## config.mk

```make
export PLATFORM = sky130hd
export DESIGN_NAME = tmb_regs
export DESIGN_NICKNAME = d
export VERILOG_FILES = /design/src/rtl/core/tmb_pkg.sv /design/src/rtl/core/tmb_regs.sv
export SDC_FILE = /design/constraint.sdc
export NUM_CORES = 1
export LEC_CHECK = 0
export BUFFER_PORTS_ARGS = -buffer_cell sky130_fd_sc_hd__buf_2
export CELL_PAD_IN_SITES_DETAIL_PLACEMENT = 0
export CELL_PAD_IN_SITES_GLOBAL_PLACEMENT = 1
export CORE_AREA = 2 2 84 86
export DETAILED_ROUTE_END_ITERATION = 12
export DIE_AREA = 0 0 86 88
export PLACE_DENSITY = 0.71
export SLEW_MARGIN = 20
export SYNTH_ARGS = -nofsm -noshare
export SYNTH_HDL_FRONTEND = slang
export SYNTH_SLANG_ARGS = --single-unit
```

## constraint.sdc

```tcl
create_clock -name clk_i -period 0.95 [get_ports clk_i]
set_input_delay 0.0475 -clock clk_i [delete_from_list [all_inputs] [get_ports clk_i]]
set_output_delay 0.0475 -clock clk_i [all_outputs]
set_load 0.005 [all_outputs]
```

## src/rtl/core/tmb_pkg.sv

```systemverilog
// ----------------------------------------------------------------------------
// tmb_pkg
// Shared types, codes and defaults of the timestamp match buffer.
// ----------------------------------------------------------------------------
package tmb_pkg;

  localparam int unsigned DEPTH_DEF        = 128;
  localparam int unsigned PAYLOAD_BITS_DEF = 64;

  localparam int unsigned STAMP_BITS    = 64;
  localparam int unsigned LIMIT_BITS    = 8;
  localparam int unsigned INTERVAL_BITS = 32;
  localparam int unsigned APB_DATA_BITS = 32;
  localparam int unsigned APB_ADDR_BITS = 3;

  localparam logic [LIMIT_BITS-1:0]    MAX_ENTRIES_RST = 8'd100;
  localparam logic [INTERVAL_BITS-1:0] INTERVAL_RST    = 32'd40000;

  // Register index as decoded from paddr[2].
  localparam logic REG_MAX_ENTRIES = 1'b0;
  localparam logic REG_INTERVAL    = 1'b1;

  localparam logic CMD_PUSH  = 1'b0;
  localparam logic CMD_QUERY = 1'b1;

  typedef enum logic [1:0] {
    ST_IDLE,
    ST_SCAN,
    ST_FIN
  } state_e;

  typedef struct packed {
    logic [LIMIT_BITS-1:0]    max_entries;
    logic [INTERVAL_BITS-1:0] match_interval_us;
  } cfg_t;

endpackage

```

## src/rtl/core/tmb_regs.sv

```systemverilog
// ----------------------------------------------------------------------------
// tmb_regs
// APB configuration registers: entry limit and match interval.
// ----------------------------------------------------------------------------
module tmb_regs (
  input  logic                               clk_i,
  input  logic                               rst_ni,
  input  logic                               psel,
  input  logic                               penable,
  input  logic                               pwrite,
  input  logic [tmb_pkg::APB_ADDR_BITS-1:0]  paddr,
  input  logic [tmb_pkg::APB_DATA_BITS-1:0]  pwdata,
  output logic [tmb_pkg::APB_DATA_BITS-1:0]  prdata,
  output logic                               pready,
  output tmb_pkg::cfg_t                      cfg_o
);

  logic [tmb_pkg::LIMIT_BITS-1:0]    max_entries_q, max_entries_d;
  logic [tmb_pkg::INTERVAL_BITS-1:0] interval_q, interval_d;
  logic                              wr_en;

  assign pready = 1'b1;
  assign wr_en  = psel & penable & pwrite;

  always_comb begin
    max_entries_d = max_entries_q;
    interval_d    = interval_q;
    if (wr_en) begin
      unique case (paddr[2])
        tmb_pkg::REG_MAX_ENTRIES: max_entries_d = pwdata[tmb_pkg::LIMIT_BITS-1:0];
        tmb_pkg::REG_INTERVAL:    interval_d    = pwdata;
        default: ;
      endcase
    end
  end

  always_ff @(posedge clk_i or negedge rst_ni) begin
    if (!rst_ni) begin
      max_entries_q <= tmb_pkg::MAX_ENTRIES_RST;
      interval_q    <= tmb_pkg::INTERVAL_RST;
    end else begin
      max_entries_q <= max_entries_d;
      interval_q    <= interval_d;
    end
  end

  always_comb begin
    unique case (paddr[2])
      tmb_pkg::REG_MAX_ENTRIES: prdata = {{(tmb_pkg::APB_DATA_BITS - tmb_pkg::LIMIT_BITS){1'b0}},
                                          max_entries_q};
      tmb_pkg::REG_INTERVAL:    prdata = interval_q;
      default:                  prdata = '0;
    endcase
  end

  assign cfg_o.max_entries       = max_entries_q;
  assign cfg_o.match_interval_us = interval_q;

endmodule

```

==> impl_metrics.env <==
export IMPL_mappedNetlistArea_sq_mm=0.00192
export IMPL_fp_dieH_microns=88
export IMPL_peakVddDrop_mv=0.847
export IMPL_postLayoutCellArea_sq_mm=0.00346
export IMPL_place_congestion=0.682
export IMPL_tritoncts="done"
export IMPL_grt_antenna_before_repair=0
export IMPL_floorplan_core_area_sq_mm=0.00664
export IMPL_path_max_fanout=2
export IMPL_drt_pass1_iter_count=4
export IMPL_drt_initial_drc_count=25
export IMPL_timing_critical_path_max_delay_family="flip-flops"
export IMPL_final_min_clock_period_ns=1.14
export IMPL_rr_startpoint="max_entries_q[3]"
export IMPL_wl_microns=5200
export IMPL_h_tree_depth=2
export IMPL_cp_start_kind="register"
export IMPL_worstSetupPathDepth=2
export IMPL_die_width_microns=86
export IMPL_pin_count=113
export IMPL_final_critical_path_setup_slack_ns=-0.186
export IMPL_root_buffer="sky130_fd_sc_hd__clkbuf_8"
export IMPL_grt_start_max_net_pins=26
export IMPL_finish_net_count=338
export IMPL_start_util_pct=28.9
export IMPL_clock_path_buffers=2
export IMPL_netlist_instances=123
export IMPL_hold_path_class="in -> async"
export IMPL_multiInputGateArea_sq_um=885
export IMPL_cts_sink_count=40
export IMPL_post_layout_nonfiller_instances=379
export IMPL_parity_gate_share_of_the_synthesized_area_counting_xor_and_xnor_cells_pct=0
export IMPL_fillCellCount=568
export IMPL_area_overhead_vs_synth_pct=79.8
export IMPL_drtAntennaViolNets=0
export IMPL_placement_rows=30
export IMPL_final_core_utilization_pct=52.0
export IMPL_first_global_vias=1630
export IMPL_numPortBuffers=109
export IMPL_setup_viol=54
export IMPL_critical_path_max_stage_delay_ns=0.41
export IMPL_yosysWarningCount=0
export IMPL_worstPathArrival_ns=1.09
export IMPL_timing_max_transition_violations_final=0
export IMPL_fin_skew_ns=0
export IMPL_largest_family_of_logic_cells_by_synthesized_area="multiplexers"
export IMPL_post_synth_mux_area_share_pct=34.0
export IMPL_cp_buffers_inverters=1
export IMPL_synth_sequential_area_ratio_pct=52.6
export IMPL_powerDensity_mw_per_mm2=1780
export IMPL_layout_cells_most_common_list="sky130_fd_sc_hd__buf_2, sky130_fd_sc_hd__mux2_4, sky130_fd_sc_hd__buf_6, sky130_fd_sc_hd__dlygate4sd3_1, sky130_fd_sc_hd__dfrtp_1"
export IMPL_insertedDiodeCount=0
export IMPL_synthSimpleGateAreaFrac_pct=10.2
export IMPL_max_cap_viols=0
export IMPL_yosysUniqueCellTypes=12
export IMPL_fin_worst_hold_slack_ns=0.244
export IMPL_cts_buffers_inserted=5
export IMPL_total_die_area_sq_mm=0.00757
export IMPL_detailedPlacementHpwl_microns=3270
export IMPL_required_ns=0.90
export IMPL_mappedNetlistNets=163
export IMPL_crit_path_cell_trace="mux2_4 > buf_6"
export IMPL_grt_setup_unrepaired="yes"
export IMPL_r2r_worst_path_cells=3
export IMPL_timing_critical_path_slowest_stage_cell="sky130_fd_sc_hd__dfrtp_1"
export IMPL_yosys_register_bits=40
export IMPL_critical_path_class="reg -> out"
export IMPL_timing_hold_violations_final=0
export IMPL_avgRoutedWirePerCell_microns=13.7
export IMPL_route_vias_total=1599
export IMPL_failed_checks="setup timing"
export IMPL_clk_latency_ns=0.28
export IMPL_cts_reportedPaths_clkPinSlew_ns=0.08
export IMPL_postPlaceCellArea_sq_mm=0.00262
export IMPL_synth_area_per_cell_sq_um=15.6
export IMPL_remaining_drc_errors=0
export IMPL_critPathCaptureType="output port"
export IMPL_grt_pass1_wl_microns=8030
export IMPL_gr_usage_all_layers_pct=13.5
export IMPL_layout_cells_most_common="sky130_fd_sc_hd__buf_2"
export IMPL_synth_compound_area_share_pct=0
export IMPL_post_route_cells_drive_above_1_share_pct=70.9
export IMPL_synthAdderAreaFrac_pct=0
export IMPL_timing_final_crit_share_pct=120
export IMPL_max_freq_mhz=880
export IMPL_vias_per_cell=4.22
export IMPL_timing_reg2reg_setup_slack_ns=-0.05
export IMPL_dp_cells=314
export IMPL_final_seq_area_sq_mm=0.00101
export IMPL_overflow=0
export IMPL_crit_reg2reg_capture="max_entries_q[3]"
export IMPL_run_status="complete, but fails checks"
export IMPL_total_leakage_power_nw=1.84
## cells in the mapped netlist, drive strengths merged
master,count,area share [%]
mux2,48,34
and2,24,7.8
dfstp,8,11
nand4,1,1.1
clkbuf,2,0.39
dfrtp,32,42
nand4b,1,1.2
buf,6,2.7
conb,1,0.20
## through the flow
stage               worst slack (ns)  total power, mW  setup TNS, ns
global placement            -0.00912             4.01         -0.108
floorplan                     0.0316             3.20              0
finish                        -0.186             6.14          -3.97
global route                  -0.217             6.49          -6.56
detailed placement           -0.0267             4.03         -0.374
CTS                           -0.188             5.89          -3.83
## state kept, by name, summed over array words and instances (netlist names)
signal,cells
interval_q,32
max_entries_q,8
## cell type report
type,count,share of cell area (%)
Sequential cell,40,29.3
Clock buffer,8,2.90
Tap cell,80,2.90
Multi-Input combinational cell,75,25.6
Timing Repair Buffer,176,39.4
## power breakdown
group          internal [mW]  switching [mW]
Sequential              2.14           0.291
Combinational           1.75           0.727
Clock                  0.663           0.571
Total                   4.55            1.59
## cells by family after synthesis
family,Yosys count
buffers and inverters,8
other,1
flip-flops,40
multiplexers,48
AND/OR/NAND/NOR,26
## worst register-to-register path, delay by kind of cell (launching register included)
family	cells	cell delay, ns
buf+inv	2	0.25
mux	1	0.25
flops	1	0.40
## routing by layer
metal	share of wire, %	up-vias	global-route usage [%]
met1	45	760	18.2
met4	1.1	0	3.90
met5	0	-	0
li1	-	768	-
met2	48	65	21.6
met3	6.0	6	3.49
## timing repair
| item | in CTS | in global routing |
|---|---|---|
| setup buffers | 20 | 5 |
| pin swaps | 18 | 0 |
| hold buffers | 32 | 1 |
| endpoints found under the setup margin | 40 | 52 |
| hold endpoints to repair | 66 | 1 |
| resized for setup | 19 | 27 |
## how the worst max path moves through the flow
stage	start	endpoint	slack, ns
4_1_cts	interval_q[3]	prdata[3]	-0.19
3_5_place_dp	pwrite	interval_q[2]	-0.03
5_1_grt	max_entries_q[3]	prdata[3]	-0.22
3_3_place_gp	pwrite	interval_q[19]	-0.009
2_1_floorplan	paddr[2]	interval_q[13]	0.03
6_report	interval_q[5]	prdata[5]	-0.19
Power figures use the tool's default switching activity.
