[src/rtl/core/tmb_pkg.sv]
// ----------------------------------------------------------------------------
// tmb_pkg
// Shared types, codes and defaults of the timestamp match buffer.
// ----------------------------------------------------------------------------
package tmb_pkg;

  localparam int unsigned DEPTH_DEF        = 128;
  localparam int unsigned PAYLOAD_BITS_DEF = 64;

  localparam int unsigned STAMP_BITS    = 64;
  localparam int unsigned LIMIT_BITS    = 8;
  localparam int unsigned INTERVAL_BITS = 32;
  localparam int unsigned APB_DATA_BITS = 32;
  localparam int unsigned APB_ADDR_BITS = 3;

  localparam logic [LIMIT_BITS-1:0]    MAX_ENTRIES_RST = 8'd100;
  localparam logic [INTERVAL_BITS-1:0] INTERVAL_RST    = 32'd40000;

  // Register index as decoded from paddr[2].
  localparam logic REG_MAX_ENTRIES = 1'b0;
  localparam logic REG_INTERVAL    = 1'b1;

  localparam logic CMD_PUSH  = 1'b0;
  localparam logic CMD_QUERY = 1'b1;

  typedef enum logic [1:0] {
    ST_IDLE,
    ST_SCAN,
    ST_FIN
  } state_e;

  typedef struct packed {
    logic [LIMIT_BITS-1:0]    max_entries;
    logic [INTERVAL_BITS-1:0] match_interval_us;
  } cfg_t;

endpackage

[src/rtl/core/tmb_ctrl.sv]
// ----------------------------------------------------------------------------
// tmb_ctrl
// Ring pointers, push handling, query scan sequencer and result register.
// ----------------------------------------------------------------------------
module tmb_ctrl #(
  parameter int unsigned DEPTH        = tmb_pkg::DEPTH_DEF,
  parameter int unsigned PAYLOAD_BITS = tmb_pkg::PAYLOAD_BITS_DEF
) (
  input  logic                              clk_i,
  input  logic                              rst_ni,
  input  tmb_pkg::cfg_t                     cfg_i,
  input  logic                              in_valid_i,
  output logic                              in_ready_o,
  input  logic                              cmd_i,
  input  logic [tmb_pkg::STAMP_BITS-1:0]    stamp_us_i,
  output logic                              out_valid_o,
  input  logic                              out_ready_i,
  output logic                              found_o,
  output logic [tmb_pkg::STAMP_BITS-1:0]    match_stamp_us_o,
  output logic [PAYLOAD_BITS-1:0]           payload_out_o,
  output logic                              mem_we_o,
  output logic [$clog2(DEPTH)-1:0]          mem_waddr_o,
  output logic [$clog2(DEPTH)-1:0]          mem_raddr_o,
  input  logic [tmb_pkg::STAMP_BITS-1:0]    rd_stamp_i,
  input  logic [PAYLOAD_BITS-1:0]           rd_payload_i
);

  localparam int unsigned AW   = $clog2(DEPTH);
  localparam int unsigned CW   = $clog2(DEPTH + 1);
  localparam int unsigned CMPW = ((CW > tmb_pkg::LIMIT_BITS) ? CW : tmb_pkg::LIMIT_BITS) + 1;
  localparam int unsigned SW   = tmb_pkg::STAMP_BITS;

  localparam logic [AW:0]     DEPTH_W = (AW + 1)'(DEPTH);
  localparam logic [AW-1:0]   LAST_IX = AW'(DEPTH - 1);
  localparam logic [CW-1:0]   DEPTH_C = CW'(DEPTH);
  localparam logic [CMPW-1:0] DEPTH_X = CMPW'(DEPTH);

  tmb_pkg::state_e state_q, state_d;

  logic [AW-1:0]           head_q, head_d;
  logic [CW-1:0]           count_q, count_d;
  logic [SW-1:0]           target_q, target_d;
  logic                    popped_q, popped_d;
  logic                    found_q, found_d;
  logic [SW-1:0]           last_stamp_q, last_stamp_d;
  logic [PAYLOAD_BITS-1:0] last_payload_q, last_payload_d;
  logic                    out_valid_q, out_valid_d;
  logic                    out_found_q, out_found_d;
  logic [SW-1:0]           out_stamp_q, out_stamp_d;
  logic [PAYLOAD_BITS-1:0] out_payload_q, out_payload_d;

  logic            accept;
  logic            slot_free;
  logic            stale;
  logic [AW-1:0]   head_inc;
  logic [AW:0]     tail_sum;
  logic [AW-1:0]   tail_ix;
  logic [CMPW-1:0] max_x;
  logic [CMPW-1:0] limit_x;
  logic [CMPW-1:0] count_inc_x;
  logic [SW-1:0]   lag;
  logic            lag_ok;

  assign accept    = in_valid_i & in_ready_o;
  assign slot_free = ~out_valid_q | out_ready_i;
  assign stale     = rd_stamp_i < target_q;
  assign head_inc  = (head_q == LAST_IX) ? '0 : head_q + AW'(1);
  assign tail_sum  = {1'b0, head_q} + (AW + 1)'(count_q);
  assign tail_ix   = (tail_sum >= DEPTH_W) ? AW'(tail_sum - DEPTH_W) : tail_sum[AW-1:0];

  // The limit saturates at the store depth.
  assign max_x       = CMPW'(cfg_i.max_entries);
  assign limit_x     = (max_x > DEPTH_X) ? DEPTH_X : max_x;
  assign count_inc_x = CMPW'(count_q) + CMPW'(1);

  assign lag    = target_q - last_stamp_q;
  assign lag_ok = lag <= {{(SW - tmb_pkg::INTERVAL_BITS){1'b0}}, cfg_i.match_interval_us};

  // Next state.
  always_comb begin
    state_d = state_q;
    unique case (state_q)
      tmb_pkg::ST_IDLE: begin
        if (accept && cmd_i == tmb_pkg::CMD_QUERY) begin
          state_d = (count_q == '0) ? tmb_pkg::ST_FIN : tmb_pkg::ST_SCAN;
        end
      end
      tmb_pkg::ST_SCAN: begin
        if (!stale || count_q == CW'(1)) begin
          state_d = tmb_pkg::ST_FIN;
        end
      end
      tmb_pkg::ST_FIN: begin
        if (slot_free) begin
          state_d = tmb_pkg::ST_IDLE;
        end
      end
      default: state_d = tmb_pkg::ST_IDLE;
    endcase
  end

  // Outputs and datapath.
  always_comb begin
    in_ready_o     = (state_q == tmb_pkg::ST_IDLE);
    head_d         = head_q;
    count_d        = count_q;
    target_d       = target_q;
    popped_d       = popped_q;
    found_d        = found_q;
    last_stamp_d   = last_stamp_q;
    last_payload_d = last_payload_q;
    mem_we_o       = 1'b0;
    mem_waddr_o    = tail_ix;
    out_valid_d    = out_valid_q & ~out_ready_i;
    out_found_d    = out_found_q;
    out_stamp_d    = out_stamp_q;
    out_payload_d  = out_payload_q;

    unique case (state_q)
      tmb_pkg::ST_IDLE: begin
        if (accept && cmd_i == tmb_pkg::CMD_PUSH) begin
          mem_we_o = 1'b1;
          if (count_q == DEPTH_C) begin
            // Full store: the new beat overwrites the oldest slot.
            mem_waddr_o = head_q;
            head_d      = head_inc;
          end else if (count_inc_x > limit_x) begin
            head_d = head_inc;
          end else begin
            count_d = count_q + CW'(1);
          end
        end else if (accept) begin
          target_d       = stamp_us_i;
          popped_d       = 1'b0;
          found_d        = 1'b0;
          last_stamp_d   = '0;
          last_payload_d = '0;
        end
      end
      tmb_pkg::ST_SCAN: begin
        last_stamp_d   = rd_stamp_i;
        last_payload_d = rd_payload_i;
        if (stale) begin
          head_d   = head_inc;
          count_d  = count_q - CW'(1);
          popped_d = 1'b1;
        end else begin
          found_d = 1'b1;
        end
      end
      tmb_pkg::ST_FIN: begin
        if (slot_free) begin
          out_valid_d   = 1'b1;
          out_found_d   = found_q | (popped_q & lag_ok);
          out_stamp_d   = last_stamp_q;
          out_payload_d = last_payload_q;
        end
      end
      default: ;
    endcase

    // The head entry is always prefetched, so a scan sees one entry per cycle.
    mem_raddr_o = head_d;
  end

  always_ff @(posedge clk_i or negedge rst_ni) begin
    if (!rst_ni) begin
      state_q     <= tmb_pkg::ST_IDLE;
      head_q      <= '0;
      count_q     <= '0;
      popped_q    <= 1'b0;
      found_q     <= 1'b0;
      out_valid_q <= 1'b0;
    end else begin
      state_q     <= state_d;
      head_q      <= head_d;
      count_q     <= count_d;
      popped_q    <= popped_d;
      found_q     <= found_d;
      out_valid_q <= out_valid_d;
    end
  end

  always_ff @(posedge clk_i) begin
    target_q       <= target_d;
    last_stamp_q   <= last_stamp_d;
    last_payload_q <= last_payload_d;
    out_found_q    <= out_found_d;
    out_stamp_q    <= out_stamp_d;
    out_payload_q  <= out_payload_d;
  end

  assign out_valid_o      = out_valid_q;
  assign found_o          = out_found_q;
  assign match_stamp_us_o = out_stamp_q;
  assign payload_out_o    = out_payload_q;

endmodule

[config.mk]
export PLATFORM = sky130hd
export DESIGN_NAME = tmb_ctrl
export DESIGN_NICKNAME = d
export VERILOG_FILES = /design/src/rtl/core/tmb_pkg.sv /design/src/rtl/core/tmb_ctrl.sv
export SDC_FILE = /design/constraint.sdc
export NUM_CORES = 1
export LEC_CHECK = 0
export BUFFER_PORTS_ARGS = -buffer_cell sky130_fd_sc_hd__buf_2
export CORE_AREA = 2 2 224 226
export CTS_BUF_LIST = sky130_fd_sc_hd__clkbuf_16
export CTS_CLUSTER_DIAMETER = 120
export DETAILED_ROUTE_END_ITERATION = 16
export DIE_AREA = 0 0 226 228
export GPL_TIMING_DRIVEN = 0
export SYNTH_ARGS = -nofsm -noshare
export SYNTH_HDL_FRONTEND = slang
export SYNTH_SLANG_ARGS = --single-unit
[constraint.sdc]
create_clock -name clk_i -period 15.2 [get_ports clk_i]
set_input_delay 0.76 -clock clk_i [delete_from_list [all_inputs] [get_ports clk_i]]
set_output_delay 0.76 -clock clk_i [all_outputs]
set_load 0.005 [all_outputs]
==> results of run 1 <==
## cell families after synthesis
kind of cell / count (synthesis) / synth area share
buffers and inverters: 235 / 0.0494
multiplexers: 10 / 0.00549
AO/OA/AOI/OAI: 404 / 0.133
AND/OR/NAND/NOR: 540 / 0.146
adder cells (fa/ha/maj): 178 / 0.116
flip-flops: 341 / 0.523
XOR/XNOR: 59 / 0.0267
## final cells by class
class                   count  share of cell area
repair buffers            391              0.0889
plain buffers              54              0.0118
inverters                 181              0.0289
clock inverters            31              0.0125
flip-flops and latches    341               0.429
multi-input cells        1191               0.351
diodes                      9            0.000953
well taps                 672              0.0356
clock buffers              39              0.0413
## through the flow
step / hold slack, ps / utilization
finish: 169 / 0.479
global route: 191 / 0.479
CTS: 158 / 0.478
detailed placement: 405 / 0.452
global placement: 401 / 0.448
floorplan: 400 / -
## power by group
| part | internal, µW | leakage (µW) | switching (µW) | total (µW) |
|---|---|---|---|---|
| sequential | 1440 | 0.00331 | 124 | 1560 |
| clock | 541 | 0.000631 | 385 | 926 |
| combinational | 819 | 0.00627 | 1320 | 2140 |
| total | 2800 | 0.0102 | 1830 | 4630 |
## critical path, delay by kind of cell (launching register included)
| family | cells | cell delay, ps |
|---|---|---|
| AO/OA/AOI/OAI | 7 | 2650 |
| XOR/XNOR | 1 | 230 |
| adder cells (fa/ha/maj) | 1 | 240 |
| buffers and inverters | 3 | 580 |
| flip-flops | 1 | 440 |
| AND/OR/NAND/NOR | 3 | 860 |
## registers in the layout, indices dropped and copies added (netlist names)
name              count
count_q               8
found_o               1
found_q               1
head_q                7
last_payload_q       64
last_stamp_q         64
match_stamp_us_o     64
out_valid_o           1
payload_out_o        64
popped_q              1
state_q               2
target_q             64
## path summary, 6_finish.rpt
path,start,slack [ps],endpoint,cells after the start
min in group clk_i,stamp_us_i[26],370,target_q[26],1
hold / removal,rst_ni,170,head_q[3],1
setup reg to reg,last_stamp_q[0],9090,found_o,21
setup / recovery,target_q[13],8850,mem_raddr_o[2],15
max in group asynchronous,rst_ni,14680,found_q,1
hold reg to reg,last_payload_q[3],410,payload_out_o[3],0
## layer usage
metal / wire, µm / part of all wire / track usage / vias up
li1: - / - / - / 7327
met1: 25100 / 0.45 / 0.293 / 7233
met3: 3300 / 0.059 / 0.0345 / 95
met2: 26000 / 0.46 / 0.346 / 495
met5: 31 / 0.00055 / 0 / -
met4: 1530 / 0.027 / 0.0747 / 4
## cell usage in the layout, fill, tap and decap left out, drive strengths merged, types with 7 or more instances in the layout
cell	synthesis	final
a211oi	15	15
a21o	57	57
a21oi	135	135
a31oi	8	8
and2	134	134
and3	7	7
and4	8	8
buf	16	407
clkbuf	38	77
clkinv	0	23
dfrtp	20	20
diode	0	9
edfxtp	321	321
ha	176	176
inv	181	184
nand2	126	126
nand2b	9	9
nand3	36	36
nand4	50	50
nor2	83	83
nor2b	12	12
nor3	30	30
nor4	15	15
o211ai	9	9
o21a	16	16
o21ai	91	91
o21bai	8	8
or3	14	14
xnor2	38	38
xor2	21	21
==> impl_metrics.env, run 1 <==
export IMPL_status="complete, no violations"
export IMPL_cts_buffers=39
export IMPL_hp_class="in -> async"
export IMPL_wl_um=56000
export IMPL_ys_types=81
export IMPL_antenna_found_initial=10
export IMPL_cts_root_buf="clkbuf_16"
export IMPL_dp_cells=2830
export IMPL_setup_ws_ps=8850
export IMPL_via_count=15200
export IMPL_skew_ps=16.9
export IMPL_cp_start_kind="flip-flop"
export IMPL_overflow=0
export IMPL_async_reset_ff_frac=0.0587
export IMPL_gp_congestion=0.895
export IMPL_dpl_cell_area_um2=22300
export IMPL_finalCritPeriodShare=0.417
export IMPL_end_kind="output port"
export IMPL_die_h_um=228
export IMPL_max_cap_violations=0
export IMPL_slowest_stage="a31oi_1"
export IMPL_post_synth_top_count_cell="edfxtp_1"
export IMPL_vdd_ir_drop_worst_mv=0.0844
export IMPL_max_slew_margin_rel=0.156
export IMPL_ys_top_cells_by_count="edfxtp_1 (321), inv_1 (181), ha_1 (176), a21oi_1 (134), and2_1 (134)"
export IMPL_clock_sinks=341
export IMPL_initial_core_util=0.393
export IMPL_synth_area_leaders="edfxtp_1 (50%), ha_1 (11%), and2_1 (4.3%)"
export IMPL_cts_tree="built"
export IMPL_syn_area_per_cell_um2=11.0
export IMPL_p_leak_uw=0.0102
export IMPL_portBuffers=382
export IMPL_setup_tns_ps=0
export IMPL_die_area_um2=51500
export IMPL_multi_input_area_um2=8290
export IMPL_final_cells=2909
export IMPL_grt_max_degree=35
export IMPL_htree_num_levels=2
export IMPL_ys_seq_elements=341
export IMPL_rows=82
export IMPL_grt_use_total=0.215
export IMPL_drive_above_1_share=0.220
export IMPL_critPathKind="reg -> out"
export IMPL_dp_worst_setup_slack_ps=9010
export IMPL_syn_inst=1767
export IMPL_finalInstanceArea_um2=23600
export IMPL_antenna_left=0
export IMPL_grt_pass1_wl_um=85200
export IMPL_ctsResizeCount=0
export IMPL_cts_setup_buffers=0
export IMPL_coreArea_um2=49300
export IMPL_firstDrtPassIters=5
export IMPL_powerDensity_nw_per_um2=196
export IMPL_num_fill_cells=4626
export IMPL_setup_viol=0
export IMPL_synth_ff_type="edfxtp_1"
export IMPL_synth_nets=2182
export IMPL_synth_area_leader_cell="edfxtp_1"
export IMPL_power_uw=4630
export IMPL_worstMarginPinSlew_ps=1260
export IMPL_max_clock_path_buffers=3
export IMPL_drc=0
export IMPL_wl_per_cell_um=19.2
export IMPL_insertion_delay_ps=560
export IMPL_maxSlewViolCount=0
export IMPL_synth_area_um2=19400
export IMPL_nets=2614
export IMPL_fin_crit_ps=6350
export IMPL_ctsHoldBuffers=0
export IMPL_viasPerCell=5.21
export IMPL_yosysWarningCount=0
export IMPL_synth_edf_count=321
export IMPL_grt_pass1_vias=15100
export IMPL_crit_required_ps=14440
export IMPL_slowest_delay_ps=980
export IMPL_maxClockFrequency_ghz=0.158
export IMPL_clk_pin_slew_ps=60
export IMPL_synth_top_cell_area_share=0.498
export IMPL_yosysSeqAreaShare=0.523
export IMPL_die_width_um=226
export IMPL_cp_max_fo=9
export IMPL_syn_to_final_growth_pct=21.9
export IMPL_crit_chain="inv_1 -> ha_1 -> a21o_1 -> a21oi_1 -> nor2b_1 -> nor3_1 -> nor3_1 -> a211oi_1 -> o21ai_0 -> a31oi_1 -> a22o_1 -> clkbuf_1 -> o21ai_0 -> xnor2_1 -> buf_2"
export IMPL_dp_hpwl_um=45300
export IMPL_ff_latch_area_um2=10100
export IMPL_drt_iter0_markers=956
export IMPL_worstPathArrival_ps=5590
export IMPL_rsz0062_at_grt="false"
export IMPL_ios=383
export IMPL_final_hold_violation_count=0
Note: power is estimated with default switching activity, not from simulation.
==> run 2: changes to the inputs <==
==> constraint.sdc (replaced) <==
create_clock -name clk_i -period 6.15 [get_ports clk_i]
set_input_delay 0.3075 -clock clk_i [delete_from_list [all_inputs] [get_ports clk_i]]
set_output_delay 0.3075 -clock clk_i [all_outputs]
set_load 0.005 [all_outputs]
==> run 2 against run 1 <==
Net effect: wire length hardly changed; combinational power is 150% higher; non-clock buffer count is 79 higher; critical path depth is 7 higher; clock power grew to 2.6 times the previous value; sequential power is 150% higher; via count is 0.91% higher; utilization is 1.7 points higher; die area stayed put; sequential share of layout area is 1.5 points lower; hold slack worse by 130 ps; register-to-register slack worse by 8700 ps; largest cell class unchanged; largest power group unchanged.
==> impl_metrics.env, run 2 (same netlist as run 1, synthesis figures left out) <==
export IMPL_status="complete, no violations"
export IMPL_wl_per_cell_um=18.7
export IMPL_drive_above_1_share=0.214
export IMPL_use_met1=0.291
export IMPL_clock_sinks=341
export IMPL_critPathKind="reg -> reg"
export IMPL_worstMarginPinSlew_ps=998
export IMPL_power_uw=11500
export IMPL_hp_class="in -> reg"
export IMPL_grtUsageMet3=0.0376
export IMPL_antenna_found_initial=6
export IMPL_overflow=0
export IMPL_worstPathArrival_ps=6130
export IMPL_cp_start_kind="flip-flop"
export IMPL_via_count=15300
export IMPL_final_cell_mix="buf_2 (388), edfxtp_1 (321), inv_1 (182), ha_1 (176)"
export IMPL_dp_hpwl_um=44700
export IMPL_grt_max_degree=36
export IMPL_firstDrtPassIters=5
export IMPL_p_leak_uw=0.0106
export IMPL_finalCritPeriodShare=0.930
export IMPL_cts_buffers=39
export IMPL_grt_pass1_vias=15100
export IMPL_cts_setup_buffers=0
export IMPL_skew_ps=15.7
export IMPL_die_h_um=228
export IMPL_maxSlewViolCount=0
export IMPL_crit_buf_inv=1
export IMPL_vdd_ir_drop_worst_mv=0.240
export IMPL_internal_power_uw=7030
export IMPL_p_seq_frac=0.334
export IMPL_initial_core_util=0.393
export IMPL_drt_iter0_markers=852
export IMPL_grt_pass1_wl_um=85200
export IMPL_grt_use_total=0.214
export IMPL_maxClockFrequency_ghz=0.175
export IMPL_cts_tree="built"
export IMPL_fin_crit_ps=5720
export IMPL_rows=82
export IMPL_power_share_combinational=0.459
export IMPL_ff_latch_area_um2=10100
export IMPL_clk_pin_slew_ps=60
export IMPL_nets=2693
export IMPL_die_area_um2=51500
export IMPL_ios=383
export IMPL_drc=0
export IMPL_syn_to_final_growth_pct=26.3
export IMPL_clkPwrFrac=0.207
export IMPL_max_slew_margin_rel=0.329
export IMPL_coreArea_um2=49300
export IMPL_htree_num_levels=2
export IMPL_setup_viol=0
export IMPL_end_kind="flip-flop"
export IMPL_power_switching_uw=4520
export IMPL_crit_family="simple AND/OR/NAND/NOR gates"
export IMPL_antenna_left=0
export IMPL_die_width_um=226
export IMPL_max_clock_path_buffers=3
export IMPL_final_hold_violation_count=0
export IMPL_crit_required_ps=6560
export IMPL_layout_commonest_cell="buf_2"
export IMPL_slowest_stage="nor4_2"
export IMPL_cp_max_fo=7
export IMPL_slowest_delay_ps=540
export IMPL_cts_root_buf="clkbuf_16"
export IMPL_portBuffers=382
export IMPL_gp_congestion=0.893
export IMPL_grt_busiest_layer="met2"
export IMPL_insertion_delay_ps=560
export IMPL_p_sw_frac=0.391
export IMPL_multi_input_area_um2=8300
export IMPL_fin_util=0.496
export IMPL_num_fill_cells=4499
export IMPL_max_cap_violations=0
export IMPL_crit_chain="inv_1 -> ha_1 -> fa_1 -> nand2b_1 -> a21oi_1 -> o21ai_1 -> a211o_1 -> nand2_1 -> a21o_1 -> a21oi_1 -> xnor2_1 -> ha_1 -> nand4_1 -> nor4_2 -> nand3_1 -> o211ai_1 -> o211ai_1 -> or4_1 -> a2111o_1 -> nor4_1 -> nand4_1 -> nand2_1"
export IMPL_grtUsageMet2=0.355
export IMPL_powerDensity_nw_per_um2=472
export IMPL_rsz0062_at_grt="false"
export IMPL_wl_um=56000
export IMPL_viasPerCell=5.12
run 2: worst reg2reg max path, cell delays in order, from the launching register on:
cell	delay (ps)
edfxtp_1	350
inv_1	50
ha_1	230
fa_1	410
nand2b_1	180
a21oi_1	210
o21ai_1	280
a211o_1	450
nand2_1	90
a21o_1	150
a21oi_1	80
xnor2_1	140
ha_1	320
nand4_1	160
nor4_2	540
nand3_1	240
o211ai_1	200
o211ai_1	140
or4_1	500
a2111o_1	310
nor4_1	280
nand4_1	130
nand2_1	130
run 2: final cells by class:
type,count,area share
Sequential cell,341,0.414
Multi-Input combinational cell,1191,0.339
Timing Repair Buffer,470,0.118
Clock buffer,39,0.0399
Tap cell,672,0.0344
Inverter,181,0.0279
Clock inverter,32,0.0143
Buffer,54,0.0114
Antenna cell,5,0.000511
run 2: what timing repair did:
action / CTS / global route
hold buffers: 79 / 0
setup endpoints to repair: 0 / 2
endpoints found under the hold margin: 98 / 0
gates resized for setup: 0 / 2
run 2: through the flow:
step | area (µm²) | worst slack, ps | cells | hold WS, ps | TNS [ps]
3_5_place_dp | 22300 | 103 | 2830 | 306 | 0
5_1_grt | 24500 | 32.8 | 2985 | 9.49 | 0
2_1_floorplan | 19400 | 1440 | 1767 | 11.9 | 0
6_report | 24500 | 433 | 2985 | 34.9 | 0
4_1_cts | 24400 | 76.8 | 2980 | 0.0946 | 0
3_3_place_gp | 22100 | -707 | 2821 | 304 | -113490
run 2: per-layer routing:
metal / part of all wire / up-vias / routed length (µm)
li1: - / 7495 / -
met1: 0.45 / 7302 / 25300
met2: 0.47 / 424 / 26500
met3: 0.055 / 69 / 3060
met4: 0.020 / 2 / 1100
met5: 0.00023 / - / 13
run 2: path summary, 6_finish.rpt:
kind                                         start                end  slack [ps]  cells past startpoint
worst max-delay path                   target_q[0]            found_o         430                     22
worst min-delay path               rd_payload_i[3]  last_payload_q[3]          30                      2
worst max register to register         target_q[0]            found_o         430                     22
worst min register to register  last_payload_q[60]  payload_out_o[60]         410                      0
max in group asynchronous                   rst_ni         count_q[4]        5540                      2
min in group asynchronous                   rst_ni          head_q[6]         260                      2
run 2: power by group through the flow:
stage               sequential (µW)  combinational (µW)  clock (µW)
finish                         3860                5300        2390
global route                   3940                5920        2540
CTS                            3870                5300        2440
detailed placement             3910                5220           0
global placement               4010                5030           0
floorplan                      3880                3480           0
==> run 3: changes to the inputs <==
--- a/config.mk
+++ b/config.mk
@@ -6,12 +6,15 @@
 export NUM_CORES = 1
 export LEC_CHECK = 0
 export BUFFER_PORTS_ARGS = -buffer_cell sky130_fd_sc_hd__buf_2
-export CORE_AREA = 2 2 224 226
+export CELL_PAD_IN_SITES_DETAIL_PLACEMENT = 1
+export CELL_PAD_IN_SITES_GLOBAL_PLACEMENT = 2
+export CORE_AREA = 2 2 235 237
 export CTS_BUF_LIST = sky130_fd_sc_hd__clkbuf_16
 export CTS_CLUSTER_DIAMETER = 120
 export DETAILED_ROUTE_END_ITERATION = 16
-export DIE_AREA = 0 0 226 228
+export DIE_AREA = 0 0 237 239
 export GPL_TIMING_DRIVEN = 0
+export PLACE_DENSITY_LB_ADDON = 0.1
 export SYNTH_ARGS = -nofsm -noshare
 export SYNTH_HDL_FRONTEND = slang
 export SYNTH_SLANG_ARGS = --single-unit
==> constraint.sdc (replaced) <==
create_clock -name clk_i -period 6.15 [get_ports clk_i]
set_input_delay 0.3075 -clock clk_i [delete_from_list [all_inputs] [get_ports clk_i]]
set_output_delay 0.3075 -clock clk_i [all_outputs]
set_load 0.05 [all_outputs]
==> run 3 against run 2 <==
Net effect: clock power barely moved; flip-flop and latch count unchanged; fmax decreased by 0.15%; total power increased by 9.5%; critical path type unchanged; critical endpoint unchanged; via count up 0.53%; register-to-register slack about the same; non-clock buffer count down 5; hold slack got worse by 5.7 ps; setup slack worse by 8.7 ps; sequential share of layout area rose by 0.11 points; global-route usage is 0.65 points higher; clock skew rose by 15 ps.
==> impl_metrics.env, run 3 (same netlist as run 1, synthesis figures left out) <==
export IMPL_rsz0062_at_grt="false"
export IMPL_finalInstanceArea_um2=24400
export IMPL_status="complete, no violations"
export IMPL_fin_util=0.449
export IMPL_nets=2688
export IMPL_max_cap_violations=0
export IMPL_gp_congestion=0.854
export IMPL_htree_num_levels=2
export IMPL_wl_um=62700
export IMPL_portBuffers=382
export IMPL_die_h_um=239
export IMPL_max_slew_margin_rel=0.259
export IMPL_ctsResizeCount=0
export IMPL_clk_pin_slew_ps=60
export IMPL_critPathKind="reg -> reg"
export IMPL_cp_max_fo=7
export IMPL_final_hold_violation_count=0
export IMPL_finalCritPeriodShare=0.931
export IMPL_drive_above_1_share=0.211
export IMPL_grt_pass1_vias=16000
export IMPL_cts_tree="built"
export IMPL_maxClockFrequency_ghz=0.175
export IMPL_cts_root_buf="clkbuf_16"
export IMPL_grt_use_total=0.221
export IMPL_firstDrtPassIters=5
export IMPL_ios=383
export IMPL_drc=0
export IMPL_clock_sinks=341
export IMPL_p_leak_uw=0.0105
export IMPL_dp_cells=2862
export IMPL_via_count=15400
export IMPL_insertion_delay_ps=570
export IMPL_antenna_found_initial=11
export IMPL_setup_viol=0
export IMPL_final_cells=3017
export IMPL_crit_required_ps=6550
export IMPL_syn_to_final_growth_pct=26.0
export IMPL_hp_class="in -> reg"
export IMPL_die_area_um2=56600
export IMPL_multi_input_area_um2=8290
export IMPL_wl_per_cell_um=20.8
export IMPL_initial_core_util=0.356
export IMPL_worstPathArrival_ps=6130
export IMPL_overflow=0
export IMPL_viasPerCell=5.10
export IMPL_ff_latch_area_um2=10100
export IMPL_drt_iter0_markers=605
export IMPL_dpl_cell_area_um2=22400
export IMPL_powerDensity_nw_per_um2=518
export IMPL_rows=86
export IMPL_grt_pass1_wl_um=95200
export IMPL_end_kind="flip-flop"
export IMPL_layout_commonest_cell="buf_2"
export IMPL_worstMarginPinSlew_ps=1110
export IMPL_skew_ps=31.1
export IMPL_cts_buffers=39
export IMPL_max_clock_path_buffers=3
export IMPL_final_cell_mix="buf_2 (388), edfxtp_1 (321), inv_1 (190), ha_1 (176)"
export IMPL_fin_crit_ps=5730
export IMPL_coreArea_um2=54300
export IMPL_grt_max_degree=39
export IMPL_num_fill_cells=6075
export IMPL_die_width_um=237
export IMPL_vdd_ir_drop_worst_mv=0.979
export IMPL_cp_start_kind="flip-flop"
export IMPL_dp_hpwl_um=50100
export IMPL_antenna_left=0
export IMPL_maxSlewViolCount=0
## run 3: changes by cell type in the layout (fill, tap and decap cells not counted), moves of 2 or more
cell,change
clkinv_2,-3
clkinv_1,-2
inv_1,+8
inv_6,+2
clkinv_4,-2
dlygate4sd3_1,-6
clkinvlp_4,-2
diode_2,+6
## run 3: through the flow
| step | setup TNS, ps | power (µW) | worst slack, ps | hold slack, ps |
|---|---|---|---|---|
| floorplan | 0 | 8350 | 1440 | 11.9 |
| global placement | -125030 | 10100 | -762 | 319 |
| detailed placement | 0 | 10300 | 359 | 313 |
| CTS | 0 | 12800 | 291 | 0.193 |
| global route | 0 | 13500 | 55.6 | 17.1 |
| finish | 0 | 12600 | 424 | 29.2 |
## run 3: cell type report
class                           instances  share of cell area
Buffer                                 54              0.0114
Clock inverter                         30              0.0113
Antenna cell                           11             0.00113
Inverter                              181              0.0279
Timing Repair Buffer                  465               0.116
Multi-Input combinational cell       1191               0.340
Tap cell                              704              0.0361
Clock buffer                           40              0.0410
Sequential cell                       341               0.415
## run 3: worst paths after layout
path                                    startpoint                 end  slack, ps  cells past startpoint
max in group asynchronous                   rst_ni             found_q       5550                      2
worst min-delay path              rd_payload_i[36]  last_payload_q[36]         30                      2
worst max-delay path               last_stamp_q[0]             found_o        420                     21
worst max register to register     last_stamp_q[0]             found_o        420                     21
min in group asynchronous                   rst_ni         out_valid_o        250                      2
worst min register to register  last_payload_q[36]   payload_out_o[36]        420                      0
## run 3: per-layer routing
| metal | vias to the layer above | GRT usage | wire length (µm) |
|---|---|---|---|
| li1 | 7458 | - | - |
| met1 | 7518 | 0.300 | 28700 |
| met2 | 331 | 0.367 | 29600 |
| met3 | 62 | 0.0390 | 3260 |
| met4 | 4 | 0.0514 | 1130 |
| met5 | - | 0 | 24 |
## run 3: report_power, final
group | switching, µW | internal (µW) | leakage [µW]
registers | 308 | 3550 | 0.00331
logic | 4360 | 2060 | 0.00657
clock network | 967 | 1390 | 0.000664
## run 3: critical path, stage by stage, from the launching register on
cell and delay [ps]:
edfxtp_1 400, ha_1 240, fa_1 410, nand2b_1 190
a21oi_1 220, o21ai_1 260, a211o_1 440, nand2_1 100
a21o_1 140, a21oi_1 80, xnor2_1 160, ha_1 330
nand4_1 140, nor4_1 480, nand3_1 200, o211ai_1 190
o211ai_1 180, or4_1 540, a2111o_1 300, nor4_1 280
nand4_1 130, nand2_1 140
## run 3: repair_timing
action                                  CTS  global route
hold buffers                             73             0
endpoints found under the setup margin    0             1
hold endpoints to repair                 92             0
setup buffers                             0             1
